File: config.mk
export PLATFORM = sky130hd
export DESIGN_NAME = cir_div
export DESIGN_NICKNAME = d
export VERILOG_FILES = /design/src/cir_div.sv
export SDC_FILE = /design/constraint.sdc
export NUM_CORES = 1
export LEC_CHECK = 0
export BUFFER_PORTS_ARGS = -buffer_cell sky130_fd_sc_hd__buf_2
export CAP_MARGIN = 20
export CELL_PAD_IN_SITES_DETAIL_PLACEMENT = 1
export CELL_PAD_IN_SITES_GLOBAL_PLACEMENT = 2
export CORE_MARGIN = 2
export CORE_UTILIZATION = 45
export DETAILED_ROUTE_END_ITERATION = 16
export GPL_TIMING_DRIVEN = 0
export PLACE_DENSITY = 0.79
export SYNTH_ARGS = -nofsm -noshare
export SYNTH_HDL_FRONTEND = slang
export SYNTH_SLANG_ARGS = --single-unit
File: constraint.sdc
create_clock -name clk -period 3.15 [get_ports clk]
set_clock_uncertainty 0.15 [all_clocks]
set_input_delay 0 -clock clk [delete_from_list [all_inputs] [get_ports clk]]
set_output_delay 0 -clock clk [all_outputs]
set_load 0.05 [all_outputs]
File: src/cir_div.sv
// Pipelined restoring divider, one quotient bit per stage.
module cir_div #(
    parameter int NW = 8,
    parameter int DW = 8
) (
    input  logic          clk,
    input  logic          en,
    input  logic [NW-1:0] num,
    input  logic [DW-1:0] den,
    output logic [NW-1:0] quo
);

    logic [DW-1:0] rem_reg [NW];
    logic [NW-1:0] nq_reg  [NW];
    logic [DW-1:0] den_reg [NW];

    genvar k;
    generate
        for (k = 0; k < NW; k++)
        begin : g_stage
            logic [DW-1:0] rem_prev;
            logic [NW-1:0] nq_prev;
            logic [DW-1:0] den_prev;
            logic [DW:0]   cur;
            logic [DW:0]   diff;
            logic          take;

            if (k == 0)
            begin : g_first
                assign rem_prev = '0;
                assign nq_prev  = num;
                assign den_prev = den;
            end
            else
            begin : g_next
                assign rem_prev = rem_reg[k-1];
                assign nq_prev  = nq_reg[k-1];
                assign den_prev = den_reg[k-1];
            end

            assign cur  = {rem_prev, nq_prev[NW-1]};
            assign diff = cur - {1'b0, den_prev};
            assign take = (cur >= {1'b0, den_prev});

            always_ff @(posedge clk)
            begin
                if (en)
                begin
                    rem_reg[k] <= take ? diff[DW-1:0] : cur[DW-1:0];
                    nq_reg[k]  <= {nq_prev[NW-2:0], take};
                    den_reg[k] <= den_prev;
                end
            end
        end
    endgenerate

    assign quo = nq_reg[NW-1];

endmodule

==> qor.yml <==
status: "finished clean"
crit_path_end: "rem_reg[4][4]$_DFFE_PP_"
synthCells: 609
r2r_end: "rem_reg[4][4]$_DFFE_PP_"
worst_setup_path_end_kind: "flip-flop"
ys_warn_count: 0
grt_pass1_wl_um: 25800
clk_latency_ns: 0.44
max_stage_delay_ns: 0.45
antenna_left: 0
cts_buffer_depth: 2
ios: 26
rrSetupSlack_ns: 0.56
layout_common_cells: "edfxtp_1 (176), inv_1 (81), ha_1 (58)"
required_ns: 3.17
htree_levels: 4
place_congestion: 0.885
core_area_um2: 18600
first_pass_iters: 4
synth-seq-cells: 176
worstHoldPathType: "in -> reg"
yosysSeqAreaShare_pct: 62.6
drv_slew: 0
grt_overflow: 0
drc: 0
clock-root-buffer: "clkbuf_16"
cp_max_fo: 8
synthToLayoutAreaGrowth_pct: 15.0
cts_tree: "built"
ys.flop_type: "edfxtp_1"
die_h_um: 141
routed_wirelength_um: 15700
cts_buffers: 17
fill_cells: 1817
rr_startpoint: "rem_reg[3][2]$_DFFE_PP_"
synth-async-reset-ratio_pct: 0
worst_setup_path_start_kind: "flip-flop"
dieWidth_um: 141
cts.repair.resized: 0
wl_per_cell_um: 17.1
path_depth: 6
vdd_ir_drop_max_v: 0.000391
antenna_found_initial: 0
layout.cells.most_common: "edfxtp_1"
power.density_nw_per_um2: 772
clkTransAtPathRegs_ns: 0.07
setup_viol: 0
via_count: 4897
path_delay_family: "compound AO/OA/AOI/OAI gates"
grt_start_max_net_pins: 132
finalHoldViolCount: 0
path_buf_inv: 0
worst_slew_pin_slew_ns: 0.653
worst_path_max_delay_cell: "a41oi_4"
pre_cts_ws_ns: 0.585
critPathKind: "reg -> reg"
synth_cell_types: 54
grt_pass1_vias: 5409
syn-cell-area_um2: 8450
max_freq_mhz: 386
portBuffers: 25
dpl.hpwl_um: 11200
setup.worst_path.start: "rem_reg[3][2]$_DFFE_PP_"
die_area_um2: 19900
start_util_pct: 45.5
maxSlewHeadroom_pct: 56.4
arrival_ns: 2.61
synth.avg_cell_area_um2: 13.9
synth_enable_flop_cells: 176
rsz0062_at_grt: "false"
nets: 753
path_cells: "ha_1, a21o_1, a21oi_1, o21ai_1, a41oi_4, mux2_2"
finalCritPeriodShare_pct: 82.1
drv_cap: 0
fin_ws_ns: 0.563
avgViaCountPerCell: 5.33
clock-sinks: 176
p_total_mw: 7.51
largest_reg_flops: 64
p_leak_nw: 3.80
diodes: 0
reg2reg_depth: 6
grtUsageTotal_pct: 16.9
drt_iter0_markers: 185
syn-num-nets: 691
layout_min_cycle_time_ns: 2.59
drive_above_1_share_pct: 13.9
num_rows: 50
cell type report:
class	instances	area, um2	area share, %
Timing Repair Buffer	43	333	3.42
Inverter	81	304	3.13
Sequential cell	176	5290	54.4
Tap cell	234	293	3.01
Multi-Input combinational cell	348	2840	29.2
Buffer	4	22.5	0.232
Clock inverter	15	220	2.27
Clock buffer	17	425	4.38
worst min path at each step:
stage / cells after the start / end / start
floorplan: 0 / den_reg[0][0]$_DFFE_PP_ / den[0]
global placement: 1 / nq_reg[0][4]$_DFFE_PP_ / num[3]
detailed placement: 1 / nq_reg[0][7]$_DFFE_PP_ / num[6]
CTS: 2 / nq_reg[0][2]$_DFFE_PP_ / num[1]
global route: 2 / nq_reg[0][2]$_DFFE_PP_ / num[1]
finish: 2 / nq_reg[0][2]$_DFFE_PP_ / num[1]
synthesized netlist by cell type, types with 3 or more instances:
| cell | n | area (um2) |
|---|---|---|
| or2_2 | 3 | 18.8 |
| o21a_1 | 8 | 60.1 |
| nand3_1 | 11 | 55.1 |
| nand2b_1 | 6 | 37.5 |
| a211oi_1 | 7 | 52.6 |
| ha_1 | 58 | 726 |
| a311oi_1 | 3 | 26.3 |
| a21oi_2 | 4 | 35.0 |
| o31a_1 | 3 | 26.3 |
| a21oi_1 | 29 | 145 |
| mux2i_1 | 10 | 100 |
| and2_1 | 6 | 37.5 |
| nor3b_1 | 3 | 22.5 |
| nand2_1 | 26 | 97.6 |
| nor2b_1 | 9 | 56.3 |
| fa_1 | 6 | 120 |
| o21ai_0 | 32 | 160 |
| xor2_1 | 8 | 70.1 |
| nor2_1 | 14 | 52.6 |
| nor3_1 | 6 | 30.0 |
| a21o_1 | 13 | 97.6 |
| inv_1 | 81 | 304 |
| edfxtp_1 | 176 | 5290 |
| xnor2_1 | 12 | 105 |
| a21boi_0 | 6 | 45.0 |
| o31ai_1 | 4 | 30.0 |
| mux2_2 | 19 | 214 |
| or4_1 | 3 | 22.5 |
| o21ai_1 | 4 | 20.0 |
power breakdown:
part | total, mW | internal [mW] | leakage [nW] | switching, mW
logic | 1.98 | 0.882 | 1.78 | 1.10
clock network | 2.31 | 1.36 | 0.307 | 0.953
registers | 3.22 | 3.06 | 1.71 | 0.158
total | 7.51 | 5.30 | 3.80 | 2.21
routing by layer:
metal	part of all wire [%]	wire (um)	global-route usage, %	vias to the layer above
met5	0	0	0	-
met4	4.1	649	9.53	0
met3	1.7	271	3.19	43
met2	59	9290	34.6	64
met1	35	5450	15.3	2415
li1	-	-	-	2375
metrics by stage:
step	hold WS (ns)	utilization [%]	setup TNS [ns]	instances	instance area, um2
2_1_floorplan	-0.0511	-	0	609	8450
3_3_place_gp	0.0263	47.7	-42.27	868	8870
3_5_place_dp	0.0283	47.9	0	869	8900
4_1_cts	0.0954	52.3	0	918	9720
5_1_grt	0.111	52.3	0	918	9720
6_report	0.119	52.3	0	918	9720
timing repair:
action	4_1_cts	5_1_grt
hold buffers	17	0
setup buffers	0	0
setup endpoints to repair	0	0
hold endpoints to repair	69	0
worst reg2reg max path, stage by stage, from the launching register on:
cell,delay (ns)
edfxtp_1,0.41
ha_1,0.38
a21o_1,0.19
a21oi_1,0.19
o21ai_1,0.14
a41oi_4,0.45
mux2_2,0.43
logic make-up (layout without fill, tap and decap cells):
| group | Yosys count | count (layout) | share of synthesized area (%) |
|---|---|---|---|
| compound gates | 132 | 132 | 11.1 |
| flops | 176 | 176 | 62.6 |
| xor+xnor | 20 | 20 | 2.07 |
| buf+inv | 85 | 160 | 3.87 |
| fa+ha+maj | 64 | 64 | 10.0 |
| simple gates | 102 | 102 | 6.52 |
| mux | 30 | 30 | 3.85 |
No activity file was read; power rests on OpenSTA's default activity.
