===== src/cir_sqrt.sv =====
// Pipelined integer square root (floor), one root bit per stage.
module cir_sqrt #(
    parameter int IW = 8
) (
    input  logic            clk,
    input  logic            en,
    input  logic [IW-1:0]   x,
    output logic [IW/2-1:0] root
);

    localparam int RT_W = IW / 2;
    localparam int RM_W = RT_W + 3;

    logic [RM_W-1:0] rem_reg  [RT_W];
    logic [RT_W-1:0] root_reg [RT_W];
    logic [IW-1:0]   rest_reg [RT_W];

    genvar k;
    generate
        for (k = 0; k < RT_W; k++)
        begin : g_stage
            logic [RM_W-1:0] rem_prev;
            logic [RT_W-1:0] root_prev;
            logic [IW-1:0]   rest_prev;
            logic [RM_W-1:0] cur;
            logic [RM_W-1:0] trial;
            logic            take;

            if (k == 0)
            begin : g_first
                assign rem_prev  = '0;
                assign root_prev = '0;
                assign rest_prev = x;
            end
            else
            begin : g_next
                assign rem_prev  = rem_reg[k-1];
                assign root_prev = root_reg[k-1];
                assign rest_prev = rest_reg[k-1];
            end

            assign cur   = {rem_prev[RM_W-3:0], rest_prev[IW-1:IW-2]};
            assign trial = {1'b0, root_prev, 2'b01};
            assign take  = (cur >= trial);

            always_ff @(posedge clk)
            begin
                if (en)
                begin
                    rem_reg[k]  <= take ? (cur - trial) : cur;
                    root_reg[k] <= {root_prev[RT_W-2:0], take};
                    rest_reg[k] <= {rest_prev[IW-3:0], 2'b00};
                end
            end
        end
    endgenerate

    assign root = root_reg[RT_W-1];

endmodule


===== config.mk =====
export PLATFORM = sky130hd
export DESIGN_NAME = cir_sqrt
export DESIGN_NICKNAME = d
export VERILOG_FILES = /design/src/cir_sqrt.sv
export SDC_FILE = /design/constraint.sdc
export NUM_CORES = 1
export LEC_CHECK = 0
export BUFFER_PORTS_ARGS = -buffer_cell sky130_fd_sc_hd__buf_2
export CAP_MARGIN = 20
export CORE_MARGIN = 5
export CORE_UTILIZATION = 55
export DETAILED_ROUTE_END_ITERATION = 8
export PLACE_DENSITY = 0.75
export SYNTH_ARGS = -nofsm -noshare
export SYNTH_HDL_FRONTEND = slang
export SYNTH_SLANG_ARGS = --single-unit

===== constraint.sdc =====
create_clock -name clk -period 2.2 [get_ports clk]
set_input_delay 0.22 -clock clk [delete_from_list [all_inputs] [get_ports clk]]
set_output_delay 0.22 -clock clk [all_outputs]
set_load 0.02 [all_outputs]

==> results.sh, run 1 <==
export IMPL_drt_first_pass_iters=4
export IMPL_clk_pin_slew_ns=0.11
export IMPL_track_usage=0.124
export IMPL_wl_per_cell_um=13.2
export IMPL_worst_pin_slew_ns=0.755
export IMPL_layout_setup_ws_ns=0.182
export IMPL_clock_path_buffers=2
export IMPL_place_inst=144
export IMPL_netlist_instances=100
export IMPL_synth_area_per_cell_um2=15.3
export IMPL_leakage_nw=0.688
export IMPL_cts_setup_buffers=0
export IMPL_htree_levels=2
export IMPL_synth_area_leaders="edfxtp_1 (69%), ha_1 (8.2%), inv_1 (2.7%), xnor2_1 (1.7%), o21a_1 (1.5%)"
export IMPL_fin_tns_setup_ns=0
export IMPL_synthArstFlopShare=0
export IMPL_drv_slew=0
export IMPL_syn2layout_area_growth_pct=12.1
export IMPL_ys_top_cells_by_count="edfxtp_1 (35), inv_1 (11), ha_1 (10), nand2_1 (5)"
export IMPL_drive_above_1_share=0.223
export IMPL_tritoncts="done"
export IMPL_drc=0
export IMPL_cp_slowest_cell="or4_4"
export IMPL_fp_dieW_um=62.7
export IMPL_yosysWarnings=0
export IMPL_final_setup_viol_count=0
export IMPL_synth_edf_count=35
export IMPL_fin_cells=152
export IMPL_hold_buffers=0
export IMPL_largest_register_ffs=13
export IMPL_grt_pass1_vias=856
export IMPL_crit_path_max_incr_delay_ns=0.54
export IMPL_ios=14
export IMPL_core_um2=2710
export IMPL_critPathLaunchType="flop"
export IMPL_detail_route_antenna_nets=0
export IMPL_rows=19
export IMPL_hold_viol_final=0
export IMPL_p_per_area_nw_per_um2=860
export IMPL_fin_crit_sh=0.917
export IMPL_ir_worst_vdd_mv=0.745
export IMPL_vias=814
export IMPL_portBuffers=13
export IMPL_path_cells="ha_1, or4_4, a31oi_4, nand2_4, mux2_4"
export IMPL_synth_cell_area_um2=1530
export IMPL_ys_ff_latch=35
export IMPL_die_y_um=62.7
export IMPL_dominantRegCellSynth="edfxtp_1"
export IMPL_max_freq_ghz=0.496
export IMPL_layout_min_cycle_time_ns=2.02
export IMPL_grt_pass1_wl_mm=3.62
export IMPL_clock_latency_ns=0.34
export IMPL_wl_mm=2.01
export IMPL_hpwlAfterDp_mm=1.45
export IMPL_ff2ff_setup_slack_ns=0.18
export IMPL_vias_per_cell=5.36
export IMPL_synth_fp_nets=120
export IMPL_maxCapViolCount=0
export IMPL_antenna_found_initial=0
export IMPL_dieArea_um2=3930
export IMPL_path_buf_inv=0
export IMPL_fin_worst_skew_ns=0.00704
export IMPL_ctsResizeCount=0
export IMPL_synth_most_common_cell="edfxtp_1"
export IMPL_synth_seq_area_share=0.687
export IMPL_cts_root_buffer_cell="clkbuf_4"
export IMPL_relSlewSlack=0.496
export IMPL_crit_path_end_kind="flop"
export IMPL_diodes=0
export IMPL_grt_max_degree=36
export IMPL_worstSetupPathType="flop to flop"
export IMPL_start_util=0.564
export IMPL_rsz0062_at_grt="no"
export IMPL_numCtsBuffers=5
export IMPL_hp_class="primary input to flop"
export IMPL_dp_slack_ns=0.177
export IMPL_crit_arrival_ns=2.12
export IMPL_dr_first_iter_drc_count=25
export IMPL_fin_nets=140
export IMPL_required_ns=2.31
export IMPL_synth_top_cell_by_area="edfxtp_1"
export IMPL_clock_sinks=35
export IMPL_gp_congestion=0.872
export IMPL_status="completed"
export IMPL_synth_top_area_share=0.687
export IMPL_ys_types=26
export IMPL_grt_ovfl_total=0
export IMPL_cp_top_family="simple AND/OR/NAND/NOR gates"
export IMPL_critPathMaxFanout=4
-- per-stage QoR --
step | utilization | total power (W) | area [µm²] | hold slack [ns]
2_1_floorplan | - | 0.000982 | 1530 | 0.319
3_3_place_gp | 0.602 | 0.00103 | 1630 | 0.397
3_5_place_dp | 0.602 | 0.00104 | 1630 | 0.399
4_1_cts | 0.633 | 0.00149 | 1710 | 0.0274
5_1_grt | 0.633 | 0.00157 | 1710 | 0.00269
6_report | 0.633 | 0.00147 | 1710 | 0.0447
-- final cells by class --
type,instances,area (µm²)
Inverter,11,41.3
Clock inverter,3,43.8
Sequential cell,35,1050
Tap cell,31,38.8
Timing Repair Buffer,13,65.1
Multi-Input combinational cell,54,437
Fill cell,209,996
Clock buffer,5,37.5
-- metal layers --
layer	up-vias	wire [µm]	track usage
li1	406	-	-
met1	378	785	0.124
met2	20	998	0.199
met3	10	149	0.0647
met4	0	76	0.0796
met5	-	0	0
-- worst paths after layout --
| check | startpoint | endpoint | cells past startpoint |
|---|---|---|---|
| hold reg to reg | rest_reg[1][2] | rest_reg[2][4] | 0 |
| setup / recovery | rem_reg[1][1] | rem_reg[2][2] | 5 |
| hold / removal | x[5] | rest_reg[0][5] | 1 |
| setup reg to reg | rem_reg[1][1] | rem_reg[2][2] | 5 |
-- report_power, final --
part / switching, W / internal [W] / total (W)
logic: 0.0000999 / 0.0000835 / 0.000183
registers: 0.0000258 / 0.000812 / 0.000838
clock network: 0.000214 / 0.000239 / 0.000453
-- kinds of logic (layout without fill, tap and decap cells) --
kind of cell / after synthesis / after routing / synth area share
compound gates: 16 / 16 / 0.0794
mux: 3 / 3 / 0.0229
simple gates: 19 / 19 / 0.0704
other cells: 1 / 1 / 0.00245
fa+ha+maj: 10 / 10 / 0.0818
buf+inv: 11 / 32 / 0.0270
xor+xnor: 5 / 5 / 0.0286
flops: 35 / 35 / 0.687
-- layout by cell type, fill, tap and decap left out, types with 2 or more instances in the layout --
master	count
ha_1	10
o21a_1	3
o21ai_0	3
buf_2	13
mux2i_1	2
inv_1	11
o31ai_1	3
nor2b_1	3
xnor2_1	3
nand2_1	5
clkbuf_4	5
nor2_1	2
edfxtp_1	35
a21oi_1	3
xor2_1	2
nor3_1	3
No activity file was read; power rests on OpenSTA's default activity.
==> run 2: changes to the inputs <==
--- a/config.mk
+++ b/config.mk
@@ -8,9 +8,8 @@
 export BUFFER_PORTS_ARGS = -buffer_cell sky130_fd_sc_hd__buf_2
 export CAP_MARGIN = 20
 export CORE_MARGIN = 5
-export CORE_UTILIZATION = 55
+export CORE_UTILIZATION = 35
 export DETAILED_ROUTE_END_ITERATION = 8
-export PLACE_DENSITY = 0.75
 export SYNTH_ARGS = -nofsm -noshare
 export SYNTH_HDL_FRONTEND = slang
 export SYNTH_SLANG_ARGS = --single-unit
==> constraint.sdc (replaced) <==
create_clock -name clk -period 2 [get_ports clk]
set_input_delay 0.2 -clock clk [delete_from_list [all_inputs] [get_ports clk]]
set_output_delay 0.2 -clock clk [all_outputs]
set_load 0.02 [all_outputs]
==> run 2 against run 1 <==
  * Via count grew 1.7%
  * Utilization shrank 22 points
  * Register-to-register slack lost 0.06 ns
  * Count of clock-buffer cells in the layout grew 1
  * Cell area grew 3.6%
==> results.sh, run 2 (synthesis gave the netlist of run 1 again) <==
export IMPL_worstSetupPathType="flop to flop"
export IMPL_track_usage=0.0832
export IMPL_clock_sinks=35
export IMPL_syn2layout_area_growth_pct=16.2
export IMPL_wl_mm=2.12
export IMPL_largest_register_ffs=13
export IMPL_crit_arrival_ns=1.91
export IMPL_crit_path_end_kind="flop"
export IMPL_hp_class="primary input to flop"
export IMPL_cts_root_buffer_cell="clkbuf_8"
export IMPL_maxCapViolCount=0
export IMPL_hold_viol_final=0
export IMPL_fin_nets=144
export IMPL_dr_first_iter_drc_count=76
export IMPL_p_switching_w=0.000359
export IMPL_final_cell_mix="edfxtp_1 (35), buf_2 (13), inv_1 (11), ha_1 (9)"
export IMPL_p_int_w=0.00123
export IMPL_diodes=0
export IMPL_switching_share=0.226
export IMPL_drv_slew=0
export IMPL_path_cells="ha_2, or4_4, a31oi_4, nand2_4, mux2_4"
export IMPL_rsz0062_at_grt="no"
export IMPL_drt_first_pass_iters=4
export IMPL_ir_worst_vdd_mv=0.347
export IMPL_gp_congestion=0.748
export IMPL_power_share_clock=0.281
export IMPL_num_fill_cells=396
export IMPL_final_setup_viol_count=0
export IMPL_final_common_cell="edfxtp_1"
export IMPL_leakage_nw=0.701
export IMPL_wl_per_cell_um=12.1
export IMPL_layout_setup_ws_ns=0.127
export IMPL_dieArea_um2=5790
export IMPL_vias=828
export IMPL_fin_worst_skew_ns=0.00421
export IMPL_layout_min_cycle_time_ns=1.87
export IMPL_grt_pass1_vias=893
export IMPL_fin_crit_sh=0.937
export IMPL_portBuffers=13
export IMPL_fp_dieW_um=76.1
export IMPL_critPathMaxFanout=3
export IMPL_core_um2=4290
export IMPL_detail_route_antenna_nets=0
export IMPL_comb_power_share=0.137
export IMPL_htree_levels=2
export IMPL_rows=24
export IMPL_grt_pass1_wl_mm=3.73
export IMPL_ios=14
export IMPL_grt_max_degree=19
export IMPL_tritoncts="done"
export IMPL_critPathLaunchType="flop"
export IMPL_drive_above_1_share=0.236
export IMPL_numCtsBuffers=5
export IMPL_drc=0
export IMPL_crit_path_max_incr_delay_ns=0.43
export IMPL_dp_slack_ns=-0.0195
export IMPL_antenna_found_initial=0
export IMPL_cp_slowest_cell="or4_4"
export IMPL_vias_per_cell=4.73
export IMPL_p_per_area_nw_per_um2=894
export IMPL_status="completed"
export IMPL_hold_buffers=0
export IMPL_seq_power_share=0.582
export IMPL_clk_pin_slew_ns=0.06
export IMPL_start_util=0.356
export IMPL_clock_latency_ns=0.28
export IMPL_max_freq_ghz=0.534
export IMPL_fin_tns_setup_ns=0
export IMPL_hpwlAfterDp_mm=1.52
export IMPL_required_ns=2.03
export IMPL_die_y_um=76.1
export IMPL_grt_ovfl_total=0
export IMPL_clock_path_buffers=2
==> run 2: stage by stage <==
step                hold WS, ns  instance area [µm²]  cells   util  power, W
global route             0.0794                 1780    175  0.414   0.00167
detailed placement        0.378                 1690    167  0.393   0.00115
global placement          0.376                 1690    167  0.393   0.00114
CTS                      0.0815                 1760    173  0.410   0.00161
floorplan                 0.299                 1530    100      -   0.00108
finish                   0.0940                 1780    175  0.414   0.00159
==> run 2: timing repair <==
item	4_1_cts	5_1_grt
setup endpoints to repair	1	5
gates resized for setup	1	0
buffers inserted	0	2
pin swaps	0	2
==> run 2: layout make-up <==
| class | count | area [µm²] | share of cell area |
|---|---|---|---|
| timing repair buffer | 17 | 108 | 0.0606 |
| tap | 52 | 65.1 | 0.0366 |
| sequential | 35 | 1050 | 0.592 |
| multi-input combinational | 54 | 439 | 0.247 |
| clock buffer | 6 | 72.6 | 0.0408 |
| inverter | 11 | 41.3 | 0.0232 |
==> run 2: per-layer routing <==
layer | part of all wire | vias up | global-route usage
met5 | 0 | - | 0
met3 | 0.054 | 10 | 0.0331
met4 | 0.044 | 0 | 0.0699
met1 | 0.39 | 384 | 0.0804
met2 | 0.51 | 21 | 0.137
li1 | - | 413 | -
==> run 2: worst paths after layout <==
kind         slack (ns)              to      startpoint  depth (start not counted)
max                0.13   rem_reg[2][2]   rem_reg[1][1]                          5
min                0.09  rest_reg[0][0]            x[0]                          1
max reg2reg        0.13   rem_reg[2][2]   rem_reg[1][1]                          5
min reg2reg        0.42  rest_reg[2][5]  rest_reg[1][3]                          0
==> run 2: power by group through the flow <==
stage	clock, W	combinational, W	sequential [W]
4_1_cts	0.000469	0.000213	0.000924
2_1_floorplan	0	0.000142	0.000937
3_3_place_gp	0	0.000202	0.000935
3_5_place_dp	0	0.000212	0.000939
5_1_grt	0.000502	0.000243	0.000930
6_report	0.000447	0.000218	0.000924
==> run 2: worst max-delay path: cells and delay by family, from the launching register on <==
kind	cells	cell delay [ns]
AND/OR/NAND/NOR	2	0.50
flip-flops	1	0.40
adder cells (fa/ha/maj)	1	0.20
multiplexers	1	0.30
AO/OA/AOI/OAI	1	0.22
